$ cat src/rtl/core/sgm_pkg.sv
package sgm_pkg;

   localparam int PIXEL_W    = 8;
   localparam int IMG_W_W    = 12;
   localparam int MAG_W      = 8;
   localparam int CSR_DATA_W = 32;
   localparam int CSR_ADDR_W = 3;
   localparam int MIN_WIDTH  = 3;

   localparam logic [IMG_W_W-1:0] IMG_W_RESET = 12'd640;
   localparam logic [MAG_W-1:0]   MAG_SAT     = 8'd255;

   // register index, taken from paddr[2]
   localparam logic REG_IMAGE_WIDTH = 1'b0;

   // gradient and sum widths
   localparam int GRAD_W = 11;   // [-1020, 1020]
   localparam int SUM_W  = 21;   // gx^2 + gy^2 <= 2080800
   localparam int ROOT_W = 16;

   localparam int SQRT_STEPS = 8;

   typedef logic [2:0] tap_sel_type;
   typedef logic [2:0] root_idx_type;

   // history taps read from the RAM, in read order
   localparam tap_sel_type TAP_A0 = 3'd0;   // 2W+2
   localparam tap_sel_type TAP_A1 = 3'd1;   // 2W+1
   localparam tap_sel_type TAP_A2 = 3'd2;   // 2W
   localparam tap_sel_type TAP_B0 = 3'd3;   // W+2
   localparam tap_sel_type TAP_B2 = 3'd4;   // W

   typedef struct packed {
      logic         accept;
      logic         rd_en;
      tap_sel_type  rd_sel;
      logic         grad_en;
      logic         sqr_en;
      logic         sum_en;
      logic         root_en;
      root_idx_type root_idx;
      logic         out_load;
   } cmd_type;

   typedef struct packed {
      logic result_due;
      logic out_free;
   } status_type;

endpackage

$ cat src/rtl/core/sgm_ctrl.sv
module sgm_ctrl (
   input  logic               clock,
   input  logic               reset,
   input  logic               req_valid,
   output logic               req_stall,
   input  sgm_pkg::status_type st,
   output sgm_pkg::cmd_type    cmd
);

   import sgm_pkg::*;

   localparam logic [2:0] ST_IDLE  = 3'd0;
   localparam logic [2:0] ST_READ  = 3'd1;
   localparam logic [2:0] ST_DRAIN = 3'd2;
   localparam logic [2:0] ST_GRAD  = 3'd3;
   localparam logic [2:0] ST_SQR   = 3'd4;
   localparam logic [2:0] ST_SUM   = 3'd5;
   localparam logic [2:0] ST_ROOT  = 3'd6;
   localparam logic [2:0] ST_OUT   = 3'd7;

   logic [2:0] state_ff, state_in;
   logic [2:0] cnt_ff, cnt_in;

   always_comb begin
      cmd       = '0;
      state_in  = state_ff;
      cnt_in    = cnt_ff;
      req_stall = (state_ff != ST_IDLE);
      case (state_ff)
         ST_IDLE: begin
            cmd.accept = req_valid;
            if (req_valid && st.result_due) begin
               state_in = ST_READ;
               cnt_in   = TAP_A0;
            end
         end
         ST_READ: begin
            cmd.rd_en  = 1'b1;
            cmd.rd_sel = cnt_ff;
            if (cnt_ff == TAP_B2) begin
               state_in = ST_DRAIN;
            end else begin
               cnt_in = cnt_ff + 3'd1;
            end
         end
         ST_DRAIN: begin
            state_in = ST_GRAD;
         end
         ST_GRAD: begin
            cmd.grad_en = 1'b1;
            state_in    = ST_SQR;
         end
         ST_SQR: begin
            cmd.sqr_en = 1'b1;
            state_in   = ST_SUM;
         end
         ST_SUM: begin
            cmd.sum_en = 1'b1;
            state_in   = ST_ROOT;
            cnt_in     = 3'(SQRT_STEPS - 1);
         end
         ST_ROOT: begin
            cmd.root_en  = 1'b1;
            cmd.root_idx = cnt_ff;
            if (cnt_ff == 3'd0) begin
               state_in = ST_OUT;
            end else begin
               cnt_in = cnt_ff - 3'd1;
            end
         end
         ST_OUT: begin
            if (st.out_free) begin
               cmd.out_load = 1'b1;
               state_in     = ST_IDLE;
            end
         end
         default: begin
            state_in = ST_IDLE;
         end
      endcase
   end

   always_ff @(posedge clock) begin
      if (reset) begin
         state_ff <= ST_IDLE;
         cnt_ff   <= '0;
      end else begin
         state_ff <= state_in;
         cnt_ff   <= cnt_in;
      end
   end

endmodule

$ cat config.mk
export PLATFORM = sky130hd
export DESIGN_NAME = sgm_ctrl
export DESIGN_NICKNAME = d
export VERILOG_FILES = /design/src/rtl/core/sgm_pkg.sv /design/src/rtl/core/sgm_ctrl.sv
export SDC_FILE = /design/constraint.sdc
export NUM_CORES = 1
export LEC_CHECK = 0
export BUFFER_PORTS_ARGS = -buffer_cell sky130_fd_sc_hd__clkbuf_2
export CORE_AREA = 2 2 39 41
export CTS_CLUSTER_DIAMETER = 200
export DETAILED_ROUTE_END_ITERATION = 7
export DIE_AREA = 0 0 41 43
export PLACE_DENSITY_LB_ADDON = 0.08
export SLEW_MARGIN = 20
export SYNTH_ARGS = -nofsm -noshare
export SYNTH_HDL_FRONTEND = slang
export SYNTH_SLANG_ARGS = --single-unit
$ cat constraint.sdc
create_clock -name clock -period 3.4 [get_ports clock]
set_input_delay 0.34 -clock clock [delete_from_list [all_inputs] [get_ports clock]]
set_output_delay 0.34 -clock clock [all_outputs]
set_load 0.05 [all_outputs]
; ---- After elaboration in Yosys (flattened, before gate mapping)
; Index checks and enable logic that the tools add are counted.
[classes]
reduce_logical = 7
eq_ne = 14
addsub = 2
muxes = 17
[op_table]
columns = cell, n
row1 = 3-bit one-hot mux with 8 select lines, 1
row2 = 3-bit two-way mux, 7
row3 = "3-bit == test, second input constant", 5
row4 = "2-bit inequality test, second input constant", 6
row5 = 3-bit one-hot mux with 4 select lines, 1
row6 = 4-bit two-way mux, 2
row7 = 4-bit AND reduction, 2
row8 = "3-bit by 2-bit == test with 1-bit output, second input constant", 2
row9 = 3-bit zero test, 2
row10 = 1-bit two-way mux, 6
row11 = 4-bit nonzero test, 1
row12 = "3-bit by 1-bit adder with 3-bit output, second input constant", 1
row13 = "3-bit by 1-bit == test with 1-bit output, second input constant", 1
row14 = 3-bit nonzero test, 1
row15 = "3-bit by 1-bit subtractor with 3-bit output, second input constant", 1
row16 = 1-bit logical AND, 1
[word_totals]
input_bits = 5
out_inout_bits = 14
wordCells = 42
ff_bits = 6

; ---- Longest topological paths before layout
; Gate-level depths: netlist (run 1).
[depth]
word_depth = 3
depth_mapped = 9
mapped_depth_nobuf = 7

; ---- Worst setup path after synthesis (run 1)
; Ideal clock, no wire load.
[synth_timing]
path_kind = register to output
from = register state_ff[1]
to = output port cmd[12] (netlist name)
arrival_ns = 1.793
n_path_buf = 1
setup_slack_ns = 1.267
required_ns = 3.060
stages_incl_launch_ff = 4
path_cell_list = dfxtp_1 > buf_4 > or3_1 > nor2_1
[synth_rtl]
columns = element, line
row1 = from (decl), sgm_ctrl.sv:21  ; logic [2:0] state_ff, state_in;
row2 = from (signal assigned), sgm_ctrl.sv:88  ; state_ff <= state_in;
row3 = to (decl), sgm_ctrl.sv:7  ; output sgm_pkg::cmd_type cmd

; ---- Final worst setup path (run 1)
[layout_timing]
from = register state_ff[0]
to = register cnt_ff[2]
[layout_between]
elab_chain_cells = 3
word_cells_on_any_way = 10
cone_classes = eq/ne (6) / mux (1) / reduce/logical (3)
[layout_rtl]
columns = element, line
row1 = 3-bit == test (tied with other cells), sgm_ctrl.sv:29  ; case (state_ff)
row2 = 4-bit nonzero test (no source line) / 2-bit inequality test (equally long branches), -
row3 = 4-bit AND reduction (no source line), -
row4 = to (signal assigned), sgm_ctrl.sv:89  ; cnt_ff <= cnt_in;
row5 = to (decl), sgm_ctrl.sv:22  ; logic [2:0] cnt_ff, cnt_in;
; Parallel ways exist; a longest one is shown, timed or not.
; A chain may end at the register's enable or synchronous reset.

==> results.cfg, run 1 <==
[status]
status = completed

[synth]
syn_avg_cell_area_um2 = 7.49
ys_seq_elements = 6
yosysTopAreaCell = dfxtp_1
synth_cell_types = 32
syn_area_um2 = 547
synth_top_area_share_pct = 22.0
yosys-top-cells-area = dfxtp_1, nor2_1, and2_1, a2111oi_0, a21oi_1
postSynthCellCount = 73
synthFlopType = dfxtp_1
syn_nets = 79
async_reset_ff_share_pct = 0
synth_seq_area_share_pct = 22.0
synth_edf_count = 0
yosys_warnings = 0

[detailed_routing]
ant_nets = 0
num_vias = 561
drt_iter0_markers = 9
via_per_inst = 5.45
drt_pre_antenna_iters = 4
wl_per_cell_um = 13.5
wirelength_um = 1390
drc = 0

[timing]
setup_violations = 0
setup_tns_ns = 0
period_share_pct = 61.7
min_period_ns = 2.10
fin_skew_ns = 0.00434
rsz0062_at_grt = no
drv_slew = 0
worst_pin_slew_ns = 0.455
max_freq_mhz = 477
hold_viol_final = 0
holdWs_ns = 0.363
relSlewSlack_pct = 68.9

[layout]
drive_above_1_share_pct = 29.9
antenna_cells = 0
layout_commonest_cell = clkbuf_2
fin_cells = 103
most-common-layout-cells = clkbuf_2, nor2_1, dfxtp_1, and2_1, a21oi_1
fin_nets = 95
area_delta_synth_final_pct = 15.1

[power]
power_uw = 350
p_leak_nw = 0.290
power.density_nw_per_um2 = 556
peakVddDrop_v = 0.000287

[critical_path]
path_cells = and3b_1 -> xor2_1 -> ha_1 -> nor2_1 -> a32oi_1 -> o211a_1 -> a311oi_1
max_stage_delay_ns = 0.60
crit_required_ns = 3.56
cp-end-kind = register
worst-setup-path-type = reg2reg
cpMaxStageDelayCell = dfxtp_1
critPathLaunchType = register
critPathMaxFanout = 18
arrival_ns = 2.25

[clock_tree]
cts-resized-gates = 0
cts_buffers = 3
clk_latency_ns = 0.25
cts_sinks = 6
cts-hold-fix-buffers = 0
root_buffer = clkbuf_4
cts_setup_buffers = 0
htreeDepth = 1
clockBufferDepth = 2
cts_tree = yes
path_clk_slew_ns = 0.05

[placement]
portBuffers = 18
gp_congestion = 0.733
placed_cells = 100
hpwl_um = 1000

[floorplanning]
initial_core_util_pct = 39.5
die_area_um2 = 1760
io-pin-count = 19
die_h_um = 43
num_rows = 14
dieWidth_um = 41
core_um2 = 1380

[grt]
antenna_found_initial = 0
grt_pass1_wl_um = 2190
grt_pass1_vias = 525
grt_start_max_net_pins = 19
grt_usage_pct = 18.3
grt_remaining_overflow = 0

[job]
drv_cap = 0

[min_path]
hold_class = in2reg
==> critical path, delay by kind of cell, from the launching register on <==
family | cells | cell delay [ns]
flops | 1 | 0.60
compound gates | 3 | 0.56
simple gates | 2 | 0.45
fa+ha+maj | 1 | 0.22
xor+xnor | 1 | 0.17
==> registers in the layout, indices dropped and copies added (netlist names) <==
name      count
cnt_ff        3
state_ff      3
==> per-stage QoR <==
stage / cell area [um^2] / utilization (%) / setup slack [ns]
final: 629 / 45.5 / 1.30
after global routing: 629 / 45.5 / 1.12
after CTS: 629 / 45.5 / 1.29
after detailed placement: 607 / 43.9 / 1.33
after global placement: 607 / 43.9 / 1.34
after floorplan: 547 / - / 1.27
==> per-layer routing <==
| metal | vias up | share of wire [%] | global-route usage [%] |
|---|---|---|---|
| li1 | 293 | - | - |
| met1 | 251 | 49 | 25.0 |
| met2 | 15 | 46 | 26.3 |
| met3 | 2 | 4.0 | 1.57 |
| met4 | 0 | 0.94 | 12.0 |
| met5 | - | 0 | 0 |
==> synth_stat cells, types with 2 or more instances <==
cell type and n:
nor2_1 9, dfxtp_1 6, a21oi_1 5, and2_1 5, inv_1 4, o21ai_0 4
a2111oi_0 3, and3_1 3, nand2_1 3, nor2b_1 3, a311oi_1 2, buf_4 2
buf_6 2, clkbuf_1 2, nor3_1 2, or3_1 2
==> final timing paths <==
| check | endpoint | start | depth (start not counted) | slack, ns |
|---|---|---|---|---|
| max | cnt_ff[2] | state_ff[0] | 7 | 1.30 |
| max reg2reg | cnt_ff[2] | state_ff[0] | 7 | 1.30 |
| min | cnt_ff[1] | reset | 2 | 0.36 |
| min reg2reg | cnt_ff[0] | cnt_ff[0] | 2 | 0.63 |
==> kinds of logic after synthesis <==
family	synth area share, %
fa+ha+maj	2.29
compound gates	28.1
buf+inv	11.9
xor+xnor	1.60
simple gates	34.1
flops	22.0
==> report_power, final <==
part	switching [mW]	internal (mW)
sequential	0.0353	0.0834
combinational	0.108	0.0556
clock	0.0279	0.0401
==> final cells by class <==
cell class,instances,area (um^2)
Clock buffer,3,22.5
Fill cell,147,754
Inverter,4,15.0
Multi-Input combinational cell,56,362
Sequential cell,6,120
Tap cell,16,20.0
Timing Repair Buffer,18,90.1
Power figures use the tool's default switching activity.
==> inputs of run 2 (changes only) <==
--- a/config.mk
+++ b/config.mk
@@ -6,10 +6,10 @@
 export NUM_CORES = 1
 export LEC_CHECK = 0
 export BUFFER_PORTS_ARGS = -buffer_cell sky130_fd_sc_hd__clkbuf_2
-export CORE_AREA = 2 2 39 41
+export CORE_MARGIN = 2
+export CORE_UTILIZATION = 42
 export CTS_CLUSTER_DIAMETER = 200
 export DETAILED_ROUTE_END_ITERATION = 7
-export DIE_AREA = 0 0 41 43
 export PLACE_DENSITY_LB_ADDON = 0.08
 export SLEW_MARGIN = 20
 export SYNTH_ARGS = -nofsm -noshare
==> constraint.sdc (replaced) <==
create_clock -name clock -period 1.8 [get_ports clock]
set_input_delay 0.18 -clock clock [delete_from_list [all_inputs] [get_ports clock]]
set_output_delay 0.18 -clock clock [all_outputs]
set_load 0.05 [all_outputs]
==> results.cfg, run 2 (synthesis gave the netlist of run 1 again) <==
[layout]
fin_cells = 108
antenna_cells = 0
drive_above_1_share_pct = 36.6
most-common-layout-cells = clkbuf_2, nor2_1, dfxtp_1, buf_4
area_delta_synth_final_pct = 24.7
fin_nets = 101
top_regs = cnt_ff: 3 flops, state_ff: 3 flops
layout_commonest_cell = clkbuf_2
fillerInstances = 130
seqCellArea_um2 = 120
multi_input_area_um2 = 370
stdcell_area_um2 = 682

[detailed_routing]
num_vias = 600
wirelength_um = 1400
drt_iter0_markers = 18
drt_pre_antenna_iters = 4
ant_nets = 0
drc = 0
wl_per_cell_um = 13.0
via_per_inst = 5.56

[timing]
relSlewSlack_pct = 73.1
max_freq_mhz = 597
setup_tns_ns = 0
setup_violations = 0
fin_skew_ns = 0.00259
worst_pin_slew_ns = 0.394
min_period_ns = 1.67
rsz0062_at_grt = no
period_share_pct = 93.0
hold_viol_final = 0
drv_slew = 0
worst_slack_ns = 0.126

[floorplanning]
initial_core_util_pct = 43.7
num_rows = 13
io-pin-count = 19
dieWidth_um = 40.1
core_um2 = 1250
die_area_um2 = 1610
die_h_um = 40.1

[critical_path]
r2r_cells = 7
reg2reg_from = state_ff[0]
worst-setup-path-type = reg2out
cpMaxStageDelayCell = or3_1
cp_num_buf_inv = 2
reg2reg_to = cnt_ff[2]
critPathLaunchType = register
path_cells = buf_4 -> or3_1 -> nor2_2 -> buf_2
cp-end-kind = output port
r2r_setup_slack_ns = 0.23
crit_required_ns = 1.62
arrival_ns = 1.49
critical_path.top_delay_family = simple AND/OR/NAND/NOR gates
max_stage_delay_ns = 0.43
critPathMaxFanout = 17

[placement]
place_area_um2 = 659
placed_cells = 105
hpwl_um = 1010
place_ws_ns = 0.228
portBuffers = 18
gp_congestion = 0.785

[clock_tree]
path_clk_slew_ns = 0.04
cts_buffers = 3
clk_latency_ns = 0.24
htreeDepth = 1
root_buffer = clkbuf_4
cts-resized-gates = 0
cts-hold-fix-buffers = 0
cts_tree = yes
cts_setup_buffers = 0
clockBufferDepth = 2
cts_sinks = 6

[grt]
antenna_found_initial = 0
grt_remaining_overflow = 0
grt_start_max_net_pins = 18
grt_usage_pct = 23.0
grt_pass1_vias = 547
grt_pass1_wl_um = 2420

[power]
peakVddDrop_v = 0.000401
p_leak_nw = 0.324
power.density_nw_per_um2 = 1010

[min_path]
hp-start = reset
hold_depth = 2
hold_class = in2reg
hold_path_end = cnt_ff[1]

[job]
drv_cap = 0

[status]
status = completed
run 2: changes by cell type in the layout (fill, tap and decap cells not counted), sizes merged:
cell,delta
buf,+7
clkbuf,-1
run 2: power breakdown:
group          switching [mW]  leakage [nW]  total [mW]  internal [mW]
Clock                  0.0433        0.0138       0.118         0.0751
Combinational           0.251         0.261       0.384          0.133
Sequential             0.0273        0.0494       0.185          0.158
Total                   0.322         0.324       0.688          0.366
run 2: area by class of cell:
class | count | share of cell area (%)
clock buffers | 3 | 3.30
inverters | 4 | 2.20
multi-input cells | 56 | 54.3
flip-flops and latches | 6 | 17.6
well taps | 15 | 2.75
repair buffers | 24 | 19.8
run 2: how the worst max path moves through the flow:
| stage | start | slack, ns | cells after the start | end |
|---|---|---|---|---|
| 3_3_place_gp | state_ff[0] | 0.24 | 7 | cnt_ff[2] |
| 2_1_floorplan | state_ff[0] | 0.002 | 8 | cnt_ff[1] |
| 5_1_grt | state_ff[0] | 0.01 | 4 | cmd[12] |
| 4_1_cts | state_ff[0] | 0.09 | 4 | cmd[12] |
| 3_5_place_dp | state_ff[0] | 0.23 | 6 | cnt_ff[1] |
| 6_report | state_ff[0] | 0.13 | 4 | cmd[12] |
run 2: per-layer routing:
metal | part of all wire (%) | GRT usage (%) | vias up
met5 | 0 | 0 | -
met4 | 1.4 | 12.9 | 0
met3 | 6.0 | 3.33 | 2
met2 | 45 | 35.9 | 22
met1 | 47 | 30.0 | 272
li1 | - | - | 304
run 2: per-stage QoR:
stage                     hold WS [ns]  power (mW)  util [%]
final                            0.212       0.688      54.4
after global routing             0.208       0.753      54.4
after CTS                        0.201       0.694      54.4
after detailed placement         0.459       0.571      52.6
after global placement           0.452       0.568      52.6
after floorplan                  0.248       0.487         -
